`src/rtl/core/u8l1_pkg.sv`:
```
package u8l1_pkg;

    localparam int unsigned ByteW   = 8;
    localparam int unsigned CharW   = 8;
    localparam int unsigned LenW    = 3;
    localparam int unsigned OnesW   = 4;
    localparam int unsigned PayW    = 6;
    localparam int unsigned MaxSeqBytesDefault = 4;

    typedef enum logic [1:0] {
        ST_OK       = 2'd0,
        ST_TOO_LONG = 2'd1,
        ST_ABOVE_FF = 2'd2,
        ST_STRAY    = 2'd3
    } t_status;

    typedef struct packed {
        logic [CharW-1:0] latin1_char;
        logic [LenW-1:0]  seq_length;
        t_status          status;
    } t_result;

    typedef struct packed {
        logic    emit;
        t_result result;
    } t_dec_out;

    // Count the run of ones from the most significant bit down.
    function automatic logic [OnesW-1:0] lead_ones(input logic [ByteW-1:0] b);
        logic [OnesW-1:0] n;
        logic             run;
        n   = '0;
        run = 1'b1;
        for (int i = ByteW - 1; i >= 0; i--) begin
            run = run & b[i];
            if (run) begin
                n = n + OnesW'(1);
            end
        end
        return n;
    endfunction

endpackage

```
`src/rtl/core/u8l1_byte_if.sv`:
```
interface u8l1_byte_if;
    logic                          valid;
    logic                          ready;
    logic [u8l1_pkg::ByteW-1:0]    byte_in;

    modport source (output valid, output byte_in, input ready);
    modport sink   (input valid, input byte_in, output ready);
endinterface

```
`src/rtl/core/u8l1_char_if.sv`:
```
interface u8l1_char_if;
    logic                          valid;
    logic                          ready;
    logic [u8l1_pkg::CharW-1:0]    latin1_char;
    logic [u8l1_pkg::LenW-1:0]     seq_length;
    logic [1:0]                    status;

    modport source (output valid, output latin1_char, output seq_length, output status,
                    input ready);
    modport sink   (input valid, input latin1_char, input seq_length, input status,
                    output ready);
endinterface

```
`src/rtl/core/u8l1_in_reg.sv`:
```
module u8l1_in_reg (
    input  logic                       i_clk,
    input  logic                       i_rst_n,
    u8l1_byte_if.sink                  i_in,
    input  logic                       i_adv,
    output logic                       o_valid,
    output logic [u8l1_pkg::ByteW-1:0] o_byte
);

    logic                       r_valid;
    logic [u8l1_pkg::ByteW-1:0] r_byte;
    logic                       w_take;

    // Free slot when empty or when the held word moves on this cycle.
    assign i_in.ready = !r_valid || i_adv;
    assign w_take     = i_in.valid && i_in.ready;

    always_ff @(posedge i_clk) begin
        if (!i_rst_n) begin
            r_valid <= 1'b0;
        end else if (i_in.ready) begin
            r_valid <= i_in.valid;
        end
        if (w_take) begin
            r_byte <= i_in.byte_in;
        end
    end

    assign o_valid = r_valid;
    assign o_byte  = r_byte;

endmodule

```
`src/rtl/core/u8l1_decode.sv`:
```
module u8l1_decode #(
    parameter int unsigned MAX_SEQ_BYTES = u8l1_pkg::MaxSeqBytesDefault
) (
    input  logic                       i_clk,
    input  logic                       i_rst_n,
    input  logic                       i_adv,
    input  logic [u8l1_pkg::ByteW-1:0] i_byte,
    output u8l1_pkg::t_dec_out         o_dec
);

    localparam int unsigned RemW   = $clog2(MAX_SEQ_BYTES);
    localparam int unsigned ShiftW = u8l1_pkg::CharW + u8l1_pkg::PayW;

    logic [RemW-1:0]                r_rem,   n_rem;
    logic [u8l1_pkg::CharW-1:0]     r_acc,   n_acc;
    logic                           r_big,   n_big;
    logic [u8l1_pkg::LenW-1:0]      r_total, n_total;

    logic [u8l1_pkg::OnesW-1:0]     w_ones;
    logic [ShiftW-1:0]              w_shift;
    logic [u8l1_pkg::CharW-1:0]     w_lead_mask;
    logic                           w_big;

    assign w_ones      = u8l1_pkg::lead_ones(i_byte);
    assign w_shift     = {r_acc, i_byte[u8l1_pkg::PayW-1:0]};
    // Bits above the low byte only ever move up, so a sticky flag tracks them.
    assign w_big       = r_big || (|w_shift[ShiftW-1:u8l1_pkg::CharW]);
    assign w_lead_mask = u8l1_pkg::CharW'(8'h7F >> w_ones);

    always_comb begin
        n_rem   = r_rem;
        n_acc   = r_acc;
        n_big   = r_big;
        n_total = r_total;
        o_dec   = '0;
        if (r_rem != '0) begin
            n_rem = r_rem - RemW'(1);
            n_acc = w_shift[u8l1_pkg::CharW-1:0];
            n_big = w_big;
            if (r_rem == RemW'(1)) begin
                o_dec.emit              = 1'b1;
                o_dec.result.seq_length = r_total;
                if (w_big) begin
                    o_dec.result.status = u8l1_pkg::ST_ABOVE_FF;
                end else begin
                    o_dec.result.status      = u8l1_pkg::ST_OK;
                    o_dec.result.latin1_char = w_shift[u8l1_pkg::CharW-1:0];
                end
                n_acc   = '0;
                n_big   = 1'b0;
                n_total = '0;
            end
        end else begin
            if (w_ones == '0) begin
                o_dec.emit               = 1'b1;
                o_dec.result.latin1_char = i_byte;
                o_dec.result.seq_length  = u8l1_pkg::LenW'(1);
                o_dec.result.status      = u8l1_pkg::ST_OK;
            end else if (w_ones == u8l1_pkg::OnesW'(1)) begin
                o_dec.emit              = 1'b1;
                o_dec.result.seq_length = u8l1_pkg::LenW'(1);
                o_dec.result.status     = u8l1_pkg::ST_STRAY;
            end else if (w_ones > u8l1_pkg::OnesW'(MAX_SEQ_BYTES)) begin
                o_dec.emit              = 1'b1;
                o_dec.result.seq_length = u8l1_pkg::LenW'(1);
                o_dec.result.status     = u8l1_pkg::ST_TOO_LONG;
            end else begin
                n_total = u8l1_pkg::LenW'(w_ones);
                n_rem   = RemW'(w_ones - u8l1_pkg::OnesW'(1));
                n_acc   = i_byte & w_lead_mask;
                n_big   = 1'b0;
            end
        end
    end

    always_ff @(posedge i_clk) begin
        if (!i_rst_n) begin
            r_rem   <= '0;
            r_acc   <= '0;
            r_big   <= 1'b0;
            r_total <= '0;
        end else if (i_adv) begin
            r_rem   <= n_rem;
            r_acc   <= n_acc;
            r_big   <= n_big;
            r_total <= n_total;
        end
    end

endmodule

```
`src/rtl/core/u8l1_out_reg.sv`:
```
module u8l1_out_reg (
    input  logic               i_clk,
    input  logic               i_rst_n,
    input  logic               i_valid,
    input  u8l1_pkg::t_dec_out i_dec,
    output logic               o_adv,
    u8l1_char_if.source        o_out
);

    logic              r_valid;
    u8l1_pkg::t_result r_res;
    logic              w_free;

    assign w_free = !r_valid || o_out.ready;
    assign o_adv  = i_valid && w_free;

    always_ff @(posedge i_clk) begin
        if (!i_rst_n) begin
            r_valid <= 1'b0;
        end else if (w_free) begin
            r_valid <= o_adv && i_dec.emit;
        end
        if (o_adv && i_dec.emit) begin
            r_res <= i_dec.result;
        end
    end

    assign o_out.valid       = r_valid;
    assign o_out.latin1_char = r_res.latin1_char;
    assign o_out.seq_length  = r_res.seq_length;
    assign o_out.status      = r_res.status;

endmodule

```
`src/rtl/core/utf8_to_latin1_decoder.sv`:
```
// UTF-8 to Latin-1 decoder.
// Input channel i_in carries one raw UTF-8 byte per word (valid/ready).
// Output channel o_out carries one decoded word per finished sequence:
// latin1_char, seq_length (bytes consumed) and status (ok, lead too long,
// code point above 0xFF, stray continuation). Error words carry char zero.
// An ASCII byte or a lead-position error yields a word for that byte; a
// lead byte and the middle bytes of a sequence yield nothing until the
// last byte. Following bytes are not checked for their marker bits.
// The byte completing a sequence lands in the input register when it is
// accepted; its word is decoded into the result register once that stage
// is free, and o_out.valid then rises.
// Throughput: one byte per cycle while the result register is free, set by
// the single decode pass between the two registers; the decoder state
// updates as each byte leaves the input register.
// Reset (synchronous, i_rst_n low) empties both registers and returns the
// decoder to idle, waiting for a lead byte.
// When the receiver stalls, hold the result word; the input register still
// takes one byte and stalls after it, so one byte waits beside the word.
module utf8_to_latin1_decoder #(
    parameter int unsigned MAX_SEQ_BYTES = u8l1_pkg::MaxSeqBytesDefault
) (
    input  logic        i_clk,
    input  logic        i_rst_n,
    u8l1_byte_if.sink   i_in,
    u8l1_char_if.source o_out
);

    logic                       w_in_valid;
    logic [u8l1_pkg::ByteW-1:0] w_byte;
    logic                       w_adv;
    u8l1_pkg::t_dec_out         w_dec;

    // Input register: capture the byte, advance when the result stage frees.
    u8l1_in_reg u_in_reg (
        .i_clk   (i_clk),
        .i_rst_n (i_rst_n),
        .i_in    (i_in),
        .i_adv   (w_adv),
        .o_valid (w_in_valid),
        .o_byte  (w_byte)
    );

    // Decode pass and sequence state; state steps only when the byte advances.
    u8l1_decode #(
        .MAX_SEQ_BYTES (MAX_SEQ_BYTES)
    ) u_decode (
        .i_clk   (i_clk),
        .i_rst_n (i_rst_n),
        .i_adv   (w_adv),
        .i_byte  (w_byte),
        .o_dec   (w_dec)
    );

    // Result register: load a word only when the decode pass emits one.
    u8l1_out_reg u_out_reg (
        .i_clk   (i_clk),
        .i_rst_n (i_rst_n),
        .i_valid (w_in_valid),
        .i_dec   (w_dec),
        .o_adv   (w_adv),
        .o_out   (o_out)
    );

endmodule

```
`src/flat_wrapper.sv`:
```
// flat-port wrapper written by rule: the top's interface ports become plain ports
module utf8_to_latin1_decoder_flat 
#(
    parameter int unsigned MAX_SEQ_BYTES = u8l1_pkg::MaxSeqBytesDefault
)
  (i_clk, i_rst_n, i_in_valid, i_in_byte_in, i_in_ready, o_out_valid, o_out_latin1_char, o_out_seq_length, o_out_status, o_out_ready);
  u8l1_byte_if i_in_i ();
  u8l1_char_if o_out_i ();
  input  logic i_clk;
  input  logic i_rst_n;
  input wire logic [$bits(i_in_i.valid)-1:0] i_in_valid;
  input wire logic [$bits(i_in_i.byte_in)-1:0] i_in_byte_in;
  output wire logic [$bits(i_in_i.ready)-1:0] i_in_ready;
  output wire logic [$bits(o_out_i.valid)-1:0] o_out_valid;
  output wire logic [$bits(o_out_i.latin1_char)-1:0] o_out_latin1_char;
  output wire logic [$bits(o_out_i.seq_length)-1:0] o_out_seq_length;
  output wire logic [$bits(o_out_i.status)-1:0] o_out_status;
  input wire logic [$bits(o_out_i.ready)-1:0] o_out_ready;
  assign i_in_i.valid = i_in_valid;
  assign i_in_i.byte_in = i_in_byte_in;
  assign i_in_ready = i_in_i.ready;
  assign o_out_valid = o_out_i.valid;
  assign o_out_latin1_char = o_out_i.latin1_char;
  assign o_out_seq_length = o_out_i.seq_length;
  assign o_out_status = o_out_i.status;
  assign o_out_i.ready = o_out_ready;
  utf8_to_latin1_decoder #(.MAX_SEQ_BYTES(MAX_SEQ_BYTES)) u_core (.i_clk(i_clk), .i_rst_n(i_rst_n), .i_in(i_in_i), .o_out(o_out_i));
endmodule
```
`config.mk`:
```
export PLATFORM = sky130hd
export DESIGN_NAME = utf8_to_latin1_decoder_flat
export DESIGN_NICKNAME = d
export VERILOG_FILES = /design/src/rtl/core/u8l1_pkg.sv /design/src/rtl/core/u8l1_byte_if.sv /design/src/rtl/core/u8l1_char_if.sv /design/src/rtl/core/u8l1_in_reg.sv /design/src/rtl/core/u8l1_decode.sv /design/src/rtl/core/u8l1_out_reg.sv /design/src/rtl/core/utf8_to_latin1_decoder.sv /design/src/flat_wrapper.sv
export SDC_FILE = /design/constraint.sdc
export NUM_CORES = 1
export LEC_CHECK = 0
export BUFFER_PORTS_ARGS = -buffer_cell sky130_fd_sc_hd__buf_2
export CAP_MARGIN = 5
export CORE_MARGIN = 1.5
export CORE_UTILIZATION = 57
export CTS_CLUSTER_SIZE = 40
export DETAILED_ROUTE_END_ITERATION = 7
export GPL_TIMING_DRIVEN = 0
export PLACE_DENSITY_LB_ADDON = 0.12
export SYNTH_ARGS = -nofsm -noshare
export SYNTH_HDL_FRONTEND = slang
export SYNTH_SLANG_ARGS = --single-unit
```
`constraint.sdc`:
```
create_clock -name i_clk -period 6.3 [get_ports i_clk]
set_input_delay 0.63 -clock i_clk [delete_from_list [all_inputs] [get_ports i_clk]]
set_output_delay 0.63 -clock i_clk [all_outputs]
set_load 0.01 [all_outputs]
```
# Yosys cells after proc, flatten, opt, wreduce, memory -nomap -nowiden
# Index checks and enable logic that the tools add are counted.
[classes]
n_addsub = 9
order_cmp = 1
n_eq_ne = 6
n_shift = 1
muxes = 38
bitwise = 8
n_reduce_logical = 13
[op_table]
columns = ["operator", "n"]
rows = [
  ["2-to-1 mux 8 bit", 7],
  ["adder 4 x 1 -> 4 bit (second input constant)", 7],
  ["2-to-1 mux 14 bit", 2],
  ["2-to-1 mux 4 bit", 7],
  ["2-to-1 mux 3 bit", 8],
  ["2-to-1 mux 2 bit", 5],
  ["2-to-1 mux 1 bit", 9],
  ["AND 8 bit", 1],
  ["right shift 7 x 4 -> 8 bit (first input constant)", 1],
  ["AND 1 bit", 7],
  ["!= test 2 bit (second input constant)", 3],
  ["OR reduction 6 bit", 1],
  ["AND reduction 5 bit", 1],
  ["equality test 4 x 1 -> 1 bit (second input constant)", 1],
  ["> comparator 4 x 3 -> 1 bit (second input constant)", 1],
  ["zero test 4 bit", 1],
  ["AND reduction 4 bit", 1],
  ["subtractor 2 x 1 -> 2 bit (second input constant)", 2],
  ["logical AND 1 bit", 3],
  ["logical OR 1 bit", 3],
  ["equality test 2 x 1 -> 1 bit (second input constant)", 1],
  ["zero test 1 bit", 2],
  ["!= test 2 x 1 -> 1 bit (second input constant)", 1],
  ["nonzero test 2 bit", 1],
]
[totals]
reg_bits = 37
inputBits = 12
wordCells = 86

# Depth between registers and ports, before layout
[depth]
word_depth = 21
ltp_mapped = 24
depth_no_buf = 23

# Modules after synthesis
# A second synthesis with hierarchy kept.
[unflattened]
cells_unflattened = 233
hier_area_um2 = 2309.7
[by_module_without_submodules]
columns = ["mod", "instances", "cells_each", "area_per_inst_um2"]
rows = [
  ["u8l1_decode", 1, 201, 1547.7],
  ["u8l1_out_reg", 1, 19, 464.2],
  ["u8l1_in_reg", 1, 13, 297.8],
]

# Least setup slack after synthesis
# No wires, ideal clock.
[synth_timing]
path_type = "register -> register"
startpoint = "register u_core.u_in_reg.r_byte, in the netlist u_core.u_in_reg.o_byte[5]"
endpoint = "register u_core.u_out_reg.r_res, in the netlist u_core.u_out_reg.o_out.latin1_char[0] (enable)"
setup_ns = 0.362
t_arrival_ns = 4.803
required_time_ns = 5.938
slack_ns = 1.134
stages_incl_launch_ff = 23
synth_period_minus_slack_ns = 5.166
path_cell_list = "edfxtp_1 > inv_1 > a21boi_0 > ha_1 > o31a_1 > ha_1 > mux2i_1 > a31oi_1 > ha_1 > mux2_2 > ha_1 > nand2_1 > a21oi_1 > ha_1 > nand2_1 > o22ai_1 > inv_1 > ha_1 > nand2_1 > and4b_1 > nor2_1 > a21o_4 > o21a_1"
[synth_via]
elab_chain_len = 18
[synth_lines]
columns = ["item", "line", "rtl"]
rows = [
  ["start, declared", "u8l1_in_reg.sv:11", "logic [u8l1_pkg::ByteW-1:0] r_byte;"],
  ["start signal, assigned", "u8l1_in_reg.sv:25", "r_byte <= i_in.byte_in;"],
  ["AND 1 bit *", "u8l1_pkg.sv:35", "run = run & b[i];"],
  ["2-to-1 mux 4 bit", "u8l1_pkg.sv:36", "if (run) begin"],
  ["adder 4 x 1 -> 4 bit", "u8l1_pkg.sv:37", "n = n + OnesW'(1);"],
  ["2-to-1 mux 4 bit", "u8l1_pkg.sv:36", ""],
  ["adder 4 x 1 -> 4 bit", "u8l1_pkg.sv:37", ""],
  ["2-to-1 mux 4 bit", "u8l1_pkg.sv:36", ""],
  ["adder 4 x 1 -> 4 bit", "u8l1_pkg.sv:37", ""],
  ["2-to-1 mux 4 bit", "u8l1_pkg.sv:36", ""],
  ["[... 2 more ...]", "n/a", ""],
  ["adder 4 x 1 -> 4 bit", "u8l1_pkg.sv:37", ""],
  ["2-to-1 mux 4 bit *", "u8l1_pkg.sv:36", ""],
  ["> comparator 4 x 3 -> 1 bit", "u8l1_decode.sv:63", "end else if (w_ones > u8l1_pkg::OnesW'(MAX_SEQ_BYTES)) begin"],
  ["2-to-1 mux 1 bit", "u8l1_decode.sv:63", ""],
  ["2-to-1 mux 1 bit", "u8l1_decode.sv:59", "end else if (w_ones == u8l1_pkg::OnesW'(1)) begin"],
  ["2-to-1 mux 1 bit *", "u8l1_decode.sv:54", "if (w_ones == '0) begin"],
  ["2-to-1 mux 14 bit *", "u8l1_decode.sv:36", "if (r_rem != '0) begin"],
  ["logical AND 1 bit *", "u8l1_out_reg.sv:23", "if (o_adv && i_dec.emit) begin"],
  ["end signal, assigned", "u8l1_out_reg.sv:24", "r_res <= i_dec.result;"],
  ["end, declared", "u8l1_out_reg.sv:11", "u8l1_pkg::t_result r_res;"],
]
# Every way passes the cells marked *; elsewhere a longest branch is shown, timed or not.
# A chain may end at the register's enable or synchronous reset.

# Final worst setup path
[layout_timing]
startpoint = "register u_core.u_in_reg.r_byte, in the netlist u_core.u_in_reg.o_byte[5]"
endpoint = "register u_core.u_out_reg.r_res, in the netlist u_core.u_out_reg.o_out.latin1_char[4] (enable)"
# Same word-level chain as after synthesis.

==> flow_metrics.tcl <==
set metrics [dict create \
    worst_ep_required_time_ns 6.26 \
    core_area_um2 3442 \
    yosysWarningCount 0 \
    met1Wirelength_um 1884 \
    overflow 0 \
    combPwrFrac_pct 16.4 \
    yosysMostFrequentCell "nor2_1" \
    hold_viol 0 \
    maxCapViolations 0 \
    p_clk_share_pct 30.5 \
    placementRows 21 \
    track_usage_pct 22.87 \
    diodes 0 \
    top_layer_used "met4" \
    cp_top_family "adder cells" \
    grt_pass1_vias 1629 \
    crit_type "register to register" \
    die_w_um 64.00 \
    cts_buffers 5 \
    path_common_cell "ha_1" \
    clockBufferDepth 2 \
    finalSetupViolCount 0 \
    gp_congestion 0.8963 \
    start_kind "register" \
    hold_class "register to register" \
    fillers 281 \
    yosys-top-cells-area "edfxtp_1 (30%), dfxtp_1 (15%), ha_1 (4.7%)" \
    tns_ns 0 \
    grt_max_degree 15 \
    post-route-period-util_pct 91.56 \
    synth-edff-count 21 \
    layout.nets 266 \
    status "complete, no violations" \
    seqPwrFrac_pct 53.0 \
    ioPinCount 27 \
    htreeDepth 2 \
    clk_latency_ns 0.29 \
    worst_slew_pin_slew_ns 0.4215 \
    die_y_um 64.00 \
    drc 0 \
    start_util_pct 61.61 \
    cp_cell_sequence "inv_1, a21boi_0, ha_1, o31a_1, ha_1, mux2i_1, a31oi_1, ha_1, mux2_2, ha_1, nand2_1, a21oi_1, ha_1, nand2_1, o22ai_1, inv_1, ha_1, nand2_1, and4b_1, nor2_1, a21o_4, o21a_2" \
    postLayoutCellArea_um2 2391 \
    arrival_ns 5.73 \
    wl_met3_um 277 \
    p_switching_uw 140.9 \
    layout.cells.non_filler 293 \
    netlist.area_leader.share_pct 29.73 \
    min_period_ns 5.769 \
    power.leakage_nw 0.9089 \
    cts_setup_buffers 0 \
    grt_pass1_wl_um 7307 \
    rsz0062_at_grt "no" \
    ys_ff_latch 37 \
    dpl_cell_area_um2 2303 \
    synthCells 214 \
    end_kind "register" \
    skew_ns 0.007593 \
    vias_per_cell 5.939 \
    path_buf_inv 2 \
    portBuffers 25 \
    fmax_mhz 173.4 \
    vias 1740 \
    clkSinkCount 37 \
    drt-total-wl_um 4208 \
    dieArea_um2 4095 \
    fin_total_pwr_uw 520.3 \
    swShare_pct 27.08 \
    root_buffer "clkbuf_8" \
    synth_flop_cell "edfxtp_1" \
    dp_hpwl_um 3121 \
    drive_above_1_share_pct 21.86 \
    async_reset_ff_share_pct 0 \
    ir_drop_v 0.0001626 \
    synth_cell_types 53 \
    antenna_left 0 \
    slew_headroom_pct 71.10 \
    syn-num-nets 234 \
    synth_area_um2 2121 \
    syn_avg_cell_area_um2 9.910 \
    dr.first_iter.drc_count 114 \
    powerDensity_nw_per_um2 217.6 \
    worstPathMaxFanout 14 \
    area_delta_synth_final_pct 12.74 \
    cts_tree "done" \
    cpPeakStageDelay_ns 0.49 \
    synth_top_cells_by_count "nor2_1 (23), edfxtp_1 (21), dfxtp_1 (16)" \
    drtPass1Iterations 4 \
    whs_ns 0.4752 \
    ys_seq_area_share_pct 44.84 \
    drv_slew 0 \
    antenna_found_initial 0 \
    dp_cells 285 \
    path_clk_slew_ns 0.07 \
    wl_met2_um 1976 \
    internal-power_uw 379.4 \
    cp_slowest_cell "edfxtp_1" \
    yosys.area.top_type "edfxtp_1" \
    wl_per_cell_um 14.36 \
]
==> worst reg2reg max path: cells and delay by family, from the launching register on <==
kind	cells	cell delay, ns
buf+inv	2	0.35
flops	1	0.49
compound gates	7	1.52
fa+ha+maj	6	1.86
simple gates	5	0.58
mux	2	0.65
==> through the flow <==
step	worst slack, ns	util [%]
after detailed placement	0.3519	66.92
final	0.5314	69.47
after floorplan	1.134	-
after global routing	0.07416	69.47
after global placement	0.4753	66.92
after CTS	0.3500	69.43
==> routing by layer <==
| metal | up-vias | track usage [%] |
|---|---|---|
| met5 | - | 0 |
| met4 | 0 | 9.239 |
| met3 | 8 | 4.225 |
| met2 | 71 | 38.28 |
| met1 | 800 | 29.06 |
| li1 | 861 | - |
==> power by group through the flow <==
stage / sequential, mW / combinational, mW / clock (mW)
floorplan: 0.282 / 0.0601 / 0
global placement: 0.281 / 0.0820 / 0
detailed placement: 0.281 / 0.0842 / 0
CTS: 0.276 / 0.0846 / 0.164
global route: 0.277 / 0.0953 / 0.173
finish: 0.276 / 0.0856 / 0.159
==> path summary, 6_finish.rpt <==
check                                               start                                    end  slack (ns)  cells after the start
worst max register to register  u_core.u_in_reg.o_byte[5]  u_core.u_out_reg.o_out.latin1_char[4]        0.53                     22
worst min-delay path             u_core.u_decode.r_acc[5]               u_core.u_decode.r_acc[5]        0.48                      1
worst max-delay path            u_core.u_in_reg.o_byte[5]  u_core.u_out_reg.o_out.latin1_char[4]        0.53                     22
worst min register to register   u_core.u_decode.r_acc[5]               u_core.u_decode.r_acc[5]        0.48                      1
==> state kept, by name, indices dropped and copies added, names as in the netlist <==
register,count
u_core.u_decode.r_rem,2
u_core.u_decode.r_total,3
u_core.u_in_reg.o_byte,8
u_core.u_decode.r_big,1
u_core.u_in_reg.o_valid,1
u_core.u_out_reg.o_out.status,2
u_core.u_decode.r_acc,8
u_core.u_out_reg.o_out.latin1_char,8
u_core.u_out_reg.o_out.valid,1
u_core.u_out_reg.o_out.seq_length,3
==> cell usage in the layout, fill, tap and decap left out, types with 5 or more instances in the layout <==
cell	n
buf_2	26
nor2_1	23
edfxtp_1	21
dfxtp_1	16
nand2_1	15
inv_1	14
nand3_1	9
nor2b_1	8
ha_1	8
o21ai_0	7
a21oi_1	7
a211oi_1	6
a21boi_0	5
o22ai_1	5
clkbuf_8	5
==> cells by family (layout without fill, tap and decap cells) <==
| group | Yosys count | count (layout) | synth area share [%] |
|---|---|---|---|
| adder cells (fa/ha/maj) | 8 | 8 | 4.720 |
| buffers and inverters | 23 | 56 | 5.545 |
| flip-flops | 37 | 37 | 44.84 |
| multiplexers | 3 | 3 | 1.475 |
| AO/OA/AOI/OAI | 59 | 59 | 21.71 |
| AND/OR/NAND/NOR | 84 | 84 | 21.71 |
==> layout make-up <==
type	count	area, µm²	share of cell area [%]
inverter	14	52.55	2.198
tap	46	57.56	2.407
buffer	9	65.06	2.721
timing repair buffer	25	125.1	5.233
clock buffer	5	68.82	2.878
clock inverter	3	17.52	0.7326
multi-input combinational	154	1054	44.06
sequential	37	950.9	39.77
==> timing repair <==
item,in CTS,in global routing
hold buffers,0,0
setup endpoints to repair,0,14
gates resized for setup,0,1
(Power assumes the default switching activity.)
